$ cat src/hw/rtl/fsdm_fifo.sv
// Small first-word-fall-through queue for any packed payload type.
// Depends on nothing but its type and depth parameters.
module fsdm_fifo #(
    parameter type T     = logic,
    parameter int  DEPTH = 2
) (
    input  logic clk,
    input  logic rst_n,
    input  logic push,
    output logic full,
    input  T     wdata,
    input  logic pop,
    output logic empty,
    output T     rdata
);

    localparam int PW = (DEPTH > 1) ? $clog2(DEPTH) : 1;
    localparam int CW = $clog2(DEPTH + 1);

    T                mem_reg [DEPTH];
    logic [PW-1:0]   wr_ptr_reg;
    logic [PW-1:0]   wr_ptr_next;
    logic [PW-1:0]   rd_ptr_reg;
    logic [PW-1:0]   rd_ptr_next;
    logic [CW-1:0]   count_reg;
    logic [CW-1:0]   count_next;
    logic            do_push;
    logic            do_pop;

    assign full    = (count_reg == CW'(DEPTH));
    assign empty   = (count_reg == '0);
    assign do_push = push && !full;
    assign do_pop  = pop && !empty;
    assign rdata   = mem_reg[rd_ptr_reg];

    always_comb
    begin
        wr_ptr_next = wr_ptr_reg;
        rd_ptr_next = rd_ptr_reg;
        if (do_push)
        begin
            wr_ptr_next = (wr_ptr_reg == PW'(DEPTH - 1)) ? '0 : wr_ptr_reg + 1'b1;
        end
        if (do_pop)
        begin
            rd_ptr_next = (rd_ptr_reg == PW'(DEPTH - 1)) ? '0 : rd_ptr_reg + 1'b1;
        end
        case ({do_push, do_pop})
            2'b10:   count_next = count_reg + 1'b1;
            2'b01:   count_next = count_reg - 1'b1;
            default: count_next = count_reg;
        endcase
    end

    always_ff @(posedge clk or negedge rst_n)
    begin
        if (!rst_n)
        begin
            wr_ptr_reg <= '0;
            rd_ptr_reg <= '0;
            count_reg  <= '0;
        end
        else
        begin
            wr_ptr_reg <= wr_ptr_next;
            rd_ptr_reg <= rd_ptr_next;
            count_reg  <= count_next;
        end
    end

    always_ff @(posedge clk)
    begin
        if (do_push)
        begin
            mem_reg[wr_ptr_reg] <= wdata;
        end
    end

    a_count_bound: assert property (@(posedge clk) disable iff (!rst_n)
        count_reg <= CW'(DEPTH))
        else $error("queue count exceeds its depth");

    a_count_up: assert property (@(posedge clk) disable iff (!rst_n)
        (do_push && !do_pop) |=> count_reg == CW'($past(count_reg) + 1'b1))
        else $error("queue count did not grow on a lone transfer in");

    a_drain: assert property (@(posedge clk) disable iff (!rst_n)
        (count_reg == CW'(1) && do_pop && !do_push) |=> empty)
        else $error("queue not empty after its last entry left");

endmodule

$ cat config.mk
export PLATFORM = sky130hd
export DESIGN_NAME = fsdm_fifo
export DESIGN_NICKNAME = d
export VERILOG_FILES = /design/src/hw/rtl/fsdm_fifo.sv
export SDC_FILE = /design/constraint.sdc
export NUM_CORES = 1
export LEC_CHECK = 0
export BUFFER_PORTS_ARGS = -buffer_cell sky130_fd_sc_hd__buf_4
export CAP_MARGIN = 20
export CORE_AREA = 2 2 39 41
export CTS_CLUSTER_DIAMETER = 120
export CTS_CLUSTER_SIZE = 30
export DETAILED_ROUTE_END_ITERATION = 8
export DIE_AREA = 0 0 41 43
export PLACE_DENSITY = 0.48
export SLEW_MARGIN = 10
export SYNTH_ARGS = -nofsm -noshare
export SYNTH_HDL_FRONTEND = slang
export SYNTH_SLANG_ARGS = --single-unit
export TNS_END_PERCENT = 10
$ cat constraint.sdc
create_clock -name clk -period 1.8 [get_ports clk]
set_input_delay 0.36 -clock clk [delete_from_list [all_inputs] [get_ports clk]]
set_output_delay 0.36 -clock clk [all_outputs]
set_load 0.01 [all_outputs]
==> results.json <==
{
  "synth.avg_cell_area_um2": 12.75,
  "io_pins": 8,
  "n_antenna_cell": 0,
  "intPower_w": 0.0004314,
  "slowest_stage": "dfrtp_1",
  "fillers": 147,
  "drc": 0,
  "fmax_mhz": 689.2,
  "critPathLaunch": "rd_ptr_reg$_DFFE_PN0P_",
  "viasPerCell": 3.796,
  "p_total_w": 0.0006463,
  "critPathTopFamily": "flip-flops",
  "fin_worst_skew_ns": 0.008887,
  "insertion_delay_ns": 0.25,
  "path_clk_slew_ns": 0.05,
  "slew_violations": 0,
  "start_kind": "register",
  "worst_pin_slew_ns": 0.1668,
  "path_cells": "mux2_2, buf_4",
  "postSynthCellCount": 21,
  "die_y_um": 43,
  "vdd_ir_drop_max_uv": 618.3,
  "period_minus_slack_ns": 1.451,
  "worstSetupPathType": "register to primary output",
  "maxCapViolations": 0,
  "post_cts_buffers": 0,
  "core.rowCount": 14,
  "clockBufferDepth": 2,
  "tritoncts": "built",
  "grt_pass1_wl_um": 786,
  "cp-end-kind": "primary output",
  "seqPwrFrac_pct": 39.6,
  "synth_warnings": 0,
  "fin_cells": 49,
  "grt-ovfl-total": 0,
  "final-hold-violation-count": 0,
  "die_area_mm2": 0.001763,
  "antenna_found_initial": 0,
  "first_global_vias": 202,
  "cts.sinks": 6,
  "syn_area_um2": 267.8,
  "grt_usage_pct": 7.677,
  "drive_gt1_share_pct": 36.36,
  "coreArea_mm2": 0.001384,
  "setup_viol": 0,
  "dp_hpwl_um": 376.1,
  "path_buf_inv": 1,
  "initial_core_util_pct": 19.35,
  "switching_share_pct": 33.25,
  "rsz0062_at_grt": "false",
  "clockRootBuffer": "clkbuf_4",
  "clockPowerShare_pct": 20.8,
  "final_common_cell": "buf_4",
  "min_period_over_period_pct": 80.60,
  "synth_area_leaders": "dfrtp_1, edfxtp_1, xnor2_1",
  "layout_common_cells": "buf_4, dfrtp_1, nor2_1, xnor2_1, clkbuf_4",
  "status": "completed",
  "synth.distinct_cells": 12,
  "p_leak_nw": 0.1743,
  "cts_resized": 0,
  "yosysTopAreaCell": "dfrtp_1",
  "htree_levels": 1,
  "synth_nets": 27,
  "grt_max_degree": 5,
  "drtIter0Drc": 2,
  "dr.pass1.iters": 4,
  "dpl.cell_count": 44,
  "power-per-cell-area_mw_per_mm2": 1716,
  "final_cell_area_um2": 376.6,
  "reg2reg_from": "count_reg[0]$_DFFE_PN0P_",
  "power.switching_w": 0.0002149,
  "synth_top_area_share_pct": 37.38,
  "drt-wirelength-per-cell_um": 10.39,
  "required_ns": 1.44,
  "ys_seq_area_share_pct": 59.81,
  "layout.nets": 40,
  "die_w_um": 41,
  "pwr-share-comb_pct": 39.6,
  "ys_ff_latch": 6,
  "hp-start": "wdata",
  "worstPathArrival_ns": 1.09,
  "synthToLayoutAreaGrowth_pct": 40.65,
  "cts_buffers": 3,
  "ant_nets": 0,
  "min_path_type": "input pin to register",
  "path_max_fanout": 2,
  "slowest_delay_ns": 0.37,
  "routabilityCongestion": 0.5507,
  "fin_setup_tns_ns": 0,
  "wirelength_um": 509,
  "relSlewSlack_pct": 88.84,
  "place_area_um2": 340.3,
  "via_count": 186,
  "numPortBuffers": 7
}
==> routing by layer <==
layer,up-vias,GRT usage [%],wire [um]
met2,9,10.00,232
met5,-,0,0
met4,0,4.000,0
met1,86,7.213,223
li1,91,-,-
met3,0,8.377,53
==> synthesized netlist by cell type <==
cell type  count
inv_1          1
nor2_1         3
xnor2_1        3
nand2b_1       1
ha_1           1
nand2_1        1
nor2b_2        1
mux2_2         1
xor2_1         2
dfrtp_1        4
edfxtp_1       2
and3_1         1
==> path summary, 6_finish.rpt <==
kind	to	slack [ns]	cells after the start
setup reg to reg	count_reg[1]$_DFFE_PN0P_	0.39	5
setup / recovery	rdata	0.35	2
min in group asynchronous	wr_ptr_reg$_DFFE_PN0P_	0.45	2
hold / removal	mem_reg[0]$_DFFE_PP_	0.31	1
max in group asynchronous	count_reg[0]$_DFFE_PN0P_	1.24	2
hold reg to reg	rd_ptr_reg$_DFFE_PN0P_	0.49	1
==> metrics by stage <==
stage | setup WS, ns | hold slack (ns) | util [%]
finish | 0.3491 | 0.3100 | 27.22
global route | 0.2898 | 0.2865 | 27.22
CTS | 0.3332 | 0.2981 | 27.22
detailed placement | 0.4200 | 0.1608 | 24.59
global placement | 0.4541 | 0.1573 | 24.59
floorplan | 0.4449 | 0.06441 | -
==> worst reg2reg max path, cell delays in order, from the launching register on <==
cell and delay [ns]:
dfrtp_1 0.41, nand2b_1 0.18, nand2_1 0.11, ha_1 0.34
nor2_1 0.14, xor2_1 0.16
==> logic make-up after synthesis <==
logic type | count (synthesis) | synth area share (%)
xor+xnor | 5 | 16.36
fa+ha+maj | 1 | 4.672
buf+inv | 1 | 1.401
flops | 6 | 59.82
mux | 1 | 4.205
simple gates | 7 | 13.55
==> layout make-up <==
cell class / count / area (um2) / share of cell area [%]
clock buffer: 4 / 26.28 / 6.977
inverter: 1 / 3.754 / 0.9967
multi-input combinational: 14 / 103.9 / 27.57
sequential: 6 / 160.2 / 42.53
tap: 16 / 20.02 / 5.316
timing repair buffer: 8 / 62.56 / 16.61
==> power by group through the flow <==
| stage | clock, W | combinational, W | sequential, W |
|---|---|---|---|
| 2_1_floorplan | 0 | 0.000177 | 0.000244 |
| 4_1_cts | 0.000140 | 0.000260 | 0.000255 |
| 6_report | 0.000134 | 0.000256 | 0.000256 |
| 5_1_grt | 0.000155 | 0.000287 | 0.000261 |
| 3_5_place_dp | 0 | 0.000254 | 0.000256 |
| 3_3_place_gp | 0 | 0.000246 | 0.000250 |
==> timing repair <==
item | CTS | global route
setup endpoints to repair | 0 | 0
hold endpoints to repair | 4 | 0
hold buffers | 1 | 0
Power figures use the tool's default switching activity.
