**src/hw/rtl/fsdm_pkg.sv**
```systemverilog
// Shared types and constants for the floored signed divide and remainder block.
// The package has no dependencies. fsdm_front, fsdm_back and the top module import it.
package fsdm_pkg;

    localparam int DATA_WIDTH = 32;

    typedef logic [DATA_WIDTH-1:0] word_t;

    localparam word_t WORD_MIN = {1'b1, {(DATA_WIDTH-1){1'b0}}};

    typedef enum logic [1:0]
    {
        ST_OK   = 2'd0,
        ST_DIV0 = 2'd1,
        ST_OVF  = 2'd2
    } status_t;

    typedef struct packed
    {
        word_t dividend;
        word_t divisor;
    } operands_t;

    typedef struct packed
    {
        word_t   quotient;
        word_t   remainder;
        status_t status;
    } result_t;

    typedef struct packed
    {
        logic  neg_a;
        logic  neg_b;
        logic  div0;
        logic  ovf;
        word_t abs_a;
        word_t abs_b;
    } work_t;

endpackage

```
**src/hw/rtl/fsdm_front.sv**
```systemverilog
// Front stage: registers each operand pair and classifies it into signs,
// magnitudes and special cases. Depends on fsdm_pkg.
module fsdm_front
    import fsdm_pkg::*;
(
    input  logic      clk,
    input  logic      rst_n,
    input  logic      push,
    output logic      full,
    input  operands_t operands,
    output logic      work_valid,
    input  logic      work_ready,
    output work_t     work
);

    logic  valid_reg;
    work_t work_reg;
    work_t work_next;
    logic  ready;

    assign ready      = !valid_reg || work_ready;
    assign full       = !ready;
    assign work_valid = valid_reg;
    assign work       = work_reg;

    always_comb
    begin
        work_next.neg_a = operands.dividend[DATA_WIDTH-1];
        work_next.neg_b = operands.divisor[DATA_WIDTH-1];
        work_next.abs_a = work_next.neg_a ? word_t'(~operands.dividend + 1'b1)
                                          : operands.dividend;
        work_next.abs_b = work_next.neg_b ? word_t'(~operands.divisor + 1'b1)
                                          : operands.divisor;
        work_next.div0  = (operands.divisor == '0);
        work_next.ovf   = (operands.dividend == WORD_MIN) && (operands.divisor == '1);
    end

    always_ff @(posedge clk or negedge rst_n)
    begin
        if (!rst_n)
        begin
            valid_reg <= 1'b0;
        end
        else if (ready)
        begin
            valid_reg <= push;
        end
    end

    always_ff @(posedge clk)
    begin
        if (push && ready)
        begin
            work_reg <= work_next;
        end
    end

endmodule

```
**config.mk**
```make
export PLATFORM = sky130hd
export DESIGN_NAME = fsdm_front
export DESIGN_NICKNAME = d
export VERILOG_FILES = /design/src/hw/rtl/fsdm_pkg.sv /design/src/hw/rtl/fsdm_front.sv
export SDC_FILE = /design/constraint.sdc
export NUM_CORES = 1
export LEC_CHECK = 0
export ABC_AREA = 1
export BUFFER_PORTS_ARGS = -buffer_cell sky130_fd_sc_hd__clkbuf_2
export CELL_PAD_IN_SITES_DETAIL_PLACEMENT = 2
export CELL_PAD_IN_SITES_GLOBAL_PLACEMENT = 2
export CORE_UTILIZATION = 26
export DETAILED_ROUTE_END_ITERATION = 16
export MAX_ROUTING_LAYER = met4
export PLACE_DENSITY_LB_ADDON = 0.1
export SYNTH_ARGS = -nofsm -noshare
export SYNTH_HDL_FRONTEND = slang
export SYNTH_SLANG_ARGS = --single-unit
```
**constraint.sdc**
```tcl
create_clock -name clk -period 3.5 [get_ports clk]
set_input_delay 0 -clock clk [delete_from_list [all_inputs] [get_ports clk]]
set_output_delay 0 -clock clk [all_outputs]
set_load 0.02 [all_outputs]
```
==> results.md, run 1 <==
- Leakage: about 2.6 nW
- Synth Area in Adders: under 10%
- WL/cell: roughly 16 um
- Net count, final: between 700 and 800
- YS warnings: 0
- Via Count: 4196
- Final hold violations: 0
- Xor and xnor area share after synthesis: between 5 and 6%
- CP Launch Type: flip-flop
- Rows: 46
- Final setup violation count: 0
- Largest family of logic cells by synthesized area: simple AND/OR/NAND/NOR gates
- Antenna violations before repair: 0
- Die area: roughly 17000 um2
- Min-delay worst type: input port to flip-flop
- Clock Path Buffers: 2
- PwrDens: between 400 and 500 nW/um2
- CTS Buf Count: 9
- Largest net degree at the start of global routing: 69
- Peak VDD IR: 0.000219 V
- Most common cell after layout, fill and taps aside: nand2_1
- Most frequent cells in the layout: nand2_1, clkbuf_2, nor2_1
- Worst EP required: 3.46 ns
- All-Layer GR Usage: about a fifth
- Placed wire-length estimate: roughly 12 mm
- Detailed-route vias per instance: approximately 4.5
- Synth Area in Compound Gates: under 10%
- Synth top area cells: edfxtp_1, nand2_1, nor2_1
- Count of final max-slew check failures: 0
- Mux contribution to synthesized area: 0%
- Reg clk slew, reported paths: 0.06 ns
- End-of-flow core utilization: between 30% and 40%
- 1st-iter DRT viols: 131
- CTS tree: done
- RSZ-0062 raised after global routing: no
- Synth Area in Simple Gates: between 30% and 40%
- Sink Count: 69
- Crit Path Category: flip-flop to flip-flop
- Core area: about 16000 um2
- Fin Clk Skew: 0.00559 ns
- Layout cells sized above 1: a little over a quarter
- IO Pins: roughly 140
- Fin crit share: between 50 and 60%
- Rel. slew slack: 40.0%
- Vert. Die Dim: 131 um
- Register area share after synthesis: between 40% and 50%
- Distinct cells, synth: 23
- Post-layout min period: 1.76 ns
- Crit path capture type: flip-flop
- Worst Tran Pin Value: ~0.9 ns
- Post-CTS sizing: 0
- DRT Wirelength: ~15 mm
- Synth Net Count: roughly 630
- Root Buffer Master: clkbuf_16
- Antenna-violating nets left: 0
- Synthesized instance count: 553
- Mapped cell area: around 4300 um2
- Max-Cap Viols: 0
- WP data arrival: 1.73 ns
- I/O Buffers: about 140
- Total global routing overflow: 0
- Synthesized flop and latch total: 69
- Global-route wire length before repair: between 20 and 25 mm
- Top-area cell type share of the netlist area: ~47%
- DRC violations left: 0
- Max FFs per register: 68
- H-tree depth: 3
- GPL Wtd Cong: ~0.83
- Clk_lat worst skew: around 0.34 ns
- Total power: around 2.5 mW
- DIE WIDTH: approximately 130 um
- CP max FO: between 60 and 70
- Initial DRT Pass Iterations: 4
- TNS Setup: 0 ns
- Initial Util: between 20% and 30%
- Hold WS: roughly 0.010 ns
- Maximum clock rate: 567 MHz
- Number of global-route vias before repair: 4658
- Mean post-synth cell area: 7.82 um2
- Ant diodes: 0
- Area leader, netlist: edfxtp_1
- Status: completed
- Area growth syn-to-layout: 31.7%
==> critical path, cell delays in order (launching register included) <==
cell	delay (ns)
dfrtp_1	0.39
nand2_1	0.10
inv_1	0.08
nor2_4	0.08
buf_4	0.71
==> path summary, 6_finish.rpt <==
path / startpoint / end / slack (ns) / cells after the start
worst max-delay path: work_valid$_DFFE_PN0N_ / work[49]$_DFFE_PP_ / 1.74 / 4
worst min-delay path: operands[24] / work[24]$_DFFE_PP_ / 0.01 / 3
worst max register to register: work_valid$_DFFE_PN0N_ / work[49]$_DFFE_PP_ / 1.74 / 4
worst min register to register: work_valid$_DFFE_PN0N_ / work_valid$_DFFE_PN0N_ / 1.09 / 3
max in group asynchronous: rst_n / work_valid$_DFFE_PN0N_ / 2.84 / 3
min in group asynchronous: rst_n / work_valid$_DFFE_PN0N_ / 0.54 / 3
==> metal layers <==
metal,routed length [um],track usage [%],vias to the layer above
li1,-,-,2073
met1,6230,20.2,2023
met2,8320,37.6,87
met3,549,3.87,13
met4,182,5.21,0
met5,0,-,-
==> metrics by stage <==
stage                     instances  cell area [um2]  worst slack, ns
after global routing            927             5690             1.61
after global placement          900             5250             1.80
after detailed placement        900             5250             1.72
after floorplan                 553             4330            0.624
after CTS                       927             5690             1.71
final                           927             5690             1.74
==> Yosys cell counts <==
master,n
buf_2,3
inv_1,54
inv_2,2
clkbuf_1,1
nand3_1,43
nor2_4,10
o21ai_1,7
xor2_1,17
nand2_2,2
buf_4,2
nor2_2,16
nor2_1,89
xnor2_1,11
a21oi_1,5
buf_6,1
ha_1,5
dfrtp_1,1
nand4_1,3
nand2_1,190
nor3_1,7
o21ai_0,11
edfxtp_1,68
nand3b_1,5
==> repair_timing <==
item | CTS | global route
hold buffers | 11 | 0
hold endpoints to repair | 9 | 0
buffers inserted | 0 | 0
==> power breakdown <==
part           total [mW]  switching (mW)  internal [mW]
registers           0.998          0.0150          0.983
logic               0.438           0.299          0.139
clock network        1.04           0.371          0.664
==> kinds of logic (layout without fill, tap and decap cells) <==
kind of cell / Yosys count / after routing
XOR/XNOR: 28 / 28
AND/OR/NAND/NOR: 365 / 365
adder cells (fa/ha/maj): 5 / 5
AO/OA/AOI/OAI: 23 / 23
flip-flops: 69 / 69
buffers and inverters: 63 / 221
==> cell type report <==
type | count | area, um2
clock inverter | 5 | 81.3
sequential | 69 | 2070
inverter | 56 | 210
timing repair buffer | 149 | 803
fill | 1891 | 10400
tap | 216 | 270
clock buffer | 11 | 253
multi-input combinational | 421 | 2010
No activity file was read; power rests on OpenSTA's default activity.
==> run 2, diff against run 1 <==
==> constraint.sdc (replaced) <==
create_clock -name clk -period 1.4 [get_ports clk]
set_input_delay 0 -clock clk [delete_from_list [all_inputs] [get_ports clk]]
set_output_delay 0 -clock clk [all_outputs]
set_load 0.02 [all_outputs]
==> results.md, run 2 (same netlist as run 1, synthesis figures left out) <==
- Setup ws final: 0.0714 ns (-1.67 ns)
- Global-route wire length before repair: 24.2 mm (-0.20%)
- Crit Path Category: input port to flip-flop
- Worst slack, placed: 0.0177 ns (-1.70 ns)
- Total power: 6.39 mW (+160%)
- GPL Wtd Cong: 0.823 (-1.3%)
- I/O Buffers: 137 (unchanged)
- Rows: 46 (unchanged)
- Placed instance area: 5390 um2 (+2.7%)
- CP Launch Type: input port
- Layout cells sized above 1: 27.8% (+1.8 points)
- Core area: 16100 um2 (unchanged)
- Most common cell after layout, fill and taps aside: nand2_1
- PwrDens: 1080 nW/um2 (+150%)
- Vert. Die Dim: 131 um (unchanged)
- Max-Cap Viols: 0 (unchanged)
- CTS tree: done
- Via Count: 4301 (+2.5%)
- Net count, final: 797 (+2.3%)
- RSZ-0062 raised after global routing: yes
- Initial Util: 26.9% (unchanged)
- H-tree depth: 3 (unchanged)
- Final instance area: 5910 um2 (+3.7%)
- Fin crit share: 94.9%
- Clk_lat worst skew: 0.35 ns (about the same)
- Status: completed
- Final setup violation count: 0 (unchanged)
- Final hold violations: 0 (unchanged)
- DIE WIDTH: 131 um (unchanged)
- Clock Path Buffers: 2 (unchanged)
- Initial DRT Pass Iterations: 4 (unchanged)
- Non-Filler Instances: 945 (+1.9%)
- Ant diodes: 0 (unchanged)
- Largest net degree at the start of global routing: 26 (-62%)
- Peak VDD IR: 0.000512 V (+130%)
- IO Pins: 138 (unchanged)
- 1st-iter DRT viols: 95 (-27%)
- Die area: 17200 um2 (unchanged)
- Sink Count: 69 (unchanged)
- All-Layer GR Usage: 19.7% (+0.078 points)
- Antenna-violating nets left: 0 (unchanged)
- Number of global-route vias before repair: 4614 (-0.94%)
- Post-CTS Setup Repair Bufs: 0 (unchanged)
- Root Buffer Master: clkbuf_16
- Leakage: 2.65 nW (+3.9%)
- Most frequent cells in the layout: nand2_1, clkbuf_2, nor2_1
- Maximum clock rate: ~750 MHz
- CTS Buf Count: 9 (unchanged)
- Area growth syn-to-layout: 36.6%
- Antenna violations before repair: 0 (unchanged)
- Detailed-route vias per instance: 4.55 (+0.55%)
- Reg clk slew, reported paths: 0.07 ns (about the same)
- CP max FO: 5 (-93%)
- Worst Tran Pin Value: 0.364 ns (-0.536 ns)
- Total global routing overflow: 0 (unchanged)
- Rel. slew slack: 75.6% (+36 points)
- Placed wire-length estimate: 12.6 mm (+4.6%)
- Flop2flop setup slack: 0.08 ns (-1.66 ns)
- DRT Wirelength: 15.5 mm (+1.2%)
- WP data arrival: 1.43 ns (-0.30 ns)
- DRC violations left: 0 (unchanged)
- Max FFs per register: 68 (unchanged)
- Crit path capture type: flip-flop
- Count of final max-slew check failures: 0 (unchanged)
- WL/cell: 16.4 um (-0.69%)
- Post-layout min period: 1.33 ns
- Min-delay worst type: input port to flip-flop
- Worst EP required: 1.51 ns (-1.95 ns)
- Dpl cells: 913 (+1.4%)
- Fin Clk Skew: 0.00784 ns (+0.00225 ns)
run 2: cell types whose count changed in the layout (fill, tap and decap cells not counted), sizes merged:
cell         previous run  this run
bufinv                  2         3
dlygate4sd3            11        16
clkbuf                148       146
inv                    57        56
clkinv                  1         3
buf                     1        14
run 2: power breakdown:
part	switching [mW]	internal, mW
clock	0.995	1.75
sequential	0.0400	2.45
combinational	0.760	0.394
run 2: metrics by stage:
stage                     util [%]  TNS (ns)  hold slack [ns]
after floorplan                  -    -42.87           -0.296
after global placement        33.6         0           -0.225
after CTS                     36.7         0          0.00215
after global routing          36.8   -0.0582           0.0146
after detailed placement      33.6         0           -0.221
final                         36.8         0           0.0108
run 2: repair_timing:
action,4_1_cts,5_1_grt
gates resized for setup,0,2
endpoints found under the setup margin,0,3
hold buffers,16,0
hold endpoints to repair,13,0
run 2: area by class of cell:
type	instances	area, um2
Fill cell	1894	10200
Sequential cell	69	2070
Multi-Input combinational cell	421	2020
Timing Repair Buffer	167	988
Tap cell	216	270
Clock buffer	9	225
Inverter	56	213
Clock inverter	7	124
run 2: routing by layer:
layer	track usage (%)	vias to the layer above	routed length, um
met5	-	-	0
met4	7.84	0	333
met3	2.48	20	526
met2	36.5	93	8330
met1	21.2	2079	6270
li1	-	2109	-
run 2: path summary, 6_finish.rpt:
path,start,endpoint,depth (start not counted)
max,operands[23],work[27]$_DFFE_PP_,10
min,operands[20],work[20]$_DFFE_PP_,4
max reg2reg,work_valid$_DFFE_PN0N_,work[53]$_DFFE_PP_,4
min reg2reg,work_valid$_DFFE_PN0N_,work[33]$_DFFE_PP_,3
max in group asynchronous,rst_n,work_valid$_DFFE_PN0N_,3
min in group asynchronous,rst_n,work_valid$_DFFE_PN0N_,3
run 2: worst max-delay path, cell delays in order:
cell	delay, ns
dlygate4sd3_1	0.54
clkbuf_2	0.15
nor2_2	0.16
nand2_2	0.09
nor2_1	0.11
nand2_1	0.10
nand2_1	0.09
nand2_1	0.06
nand2_1	0.07
nand2_1	0.05
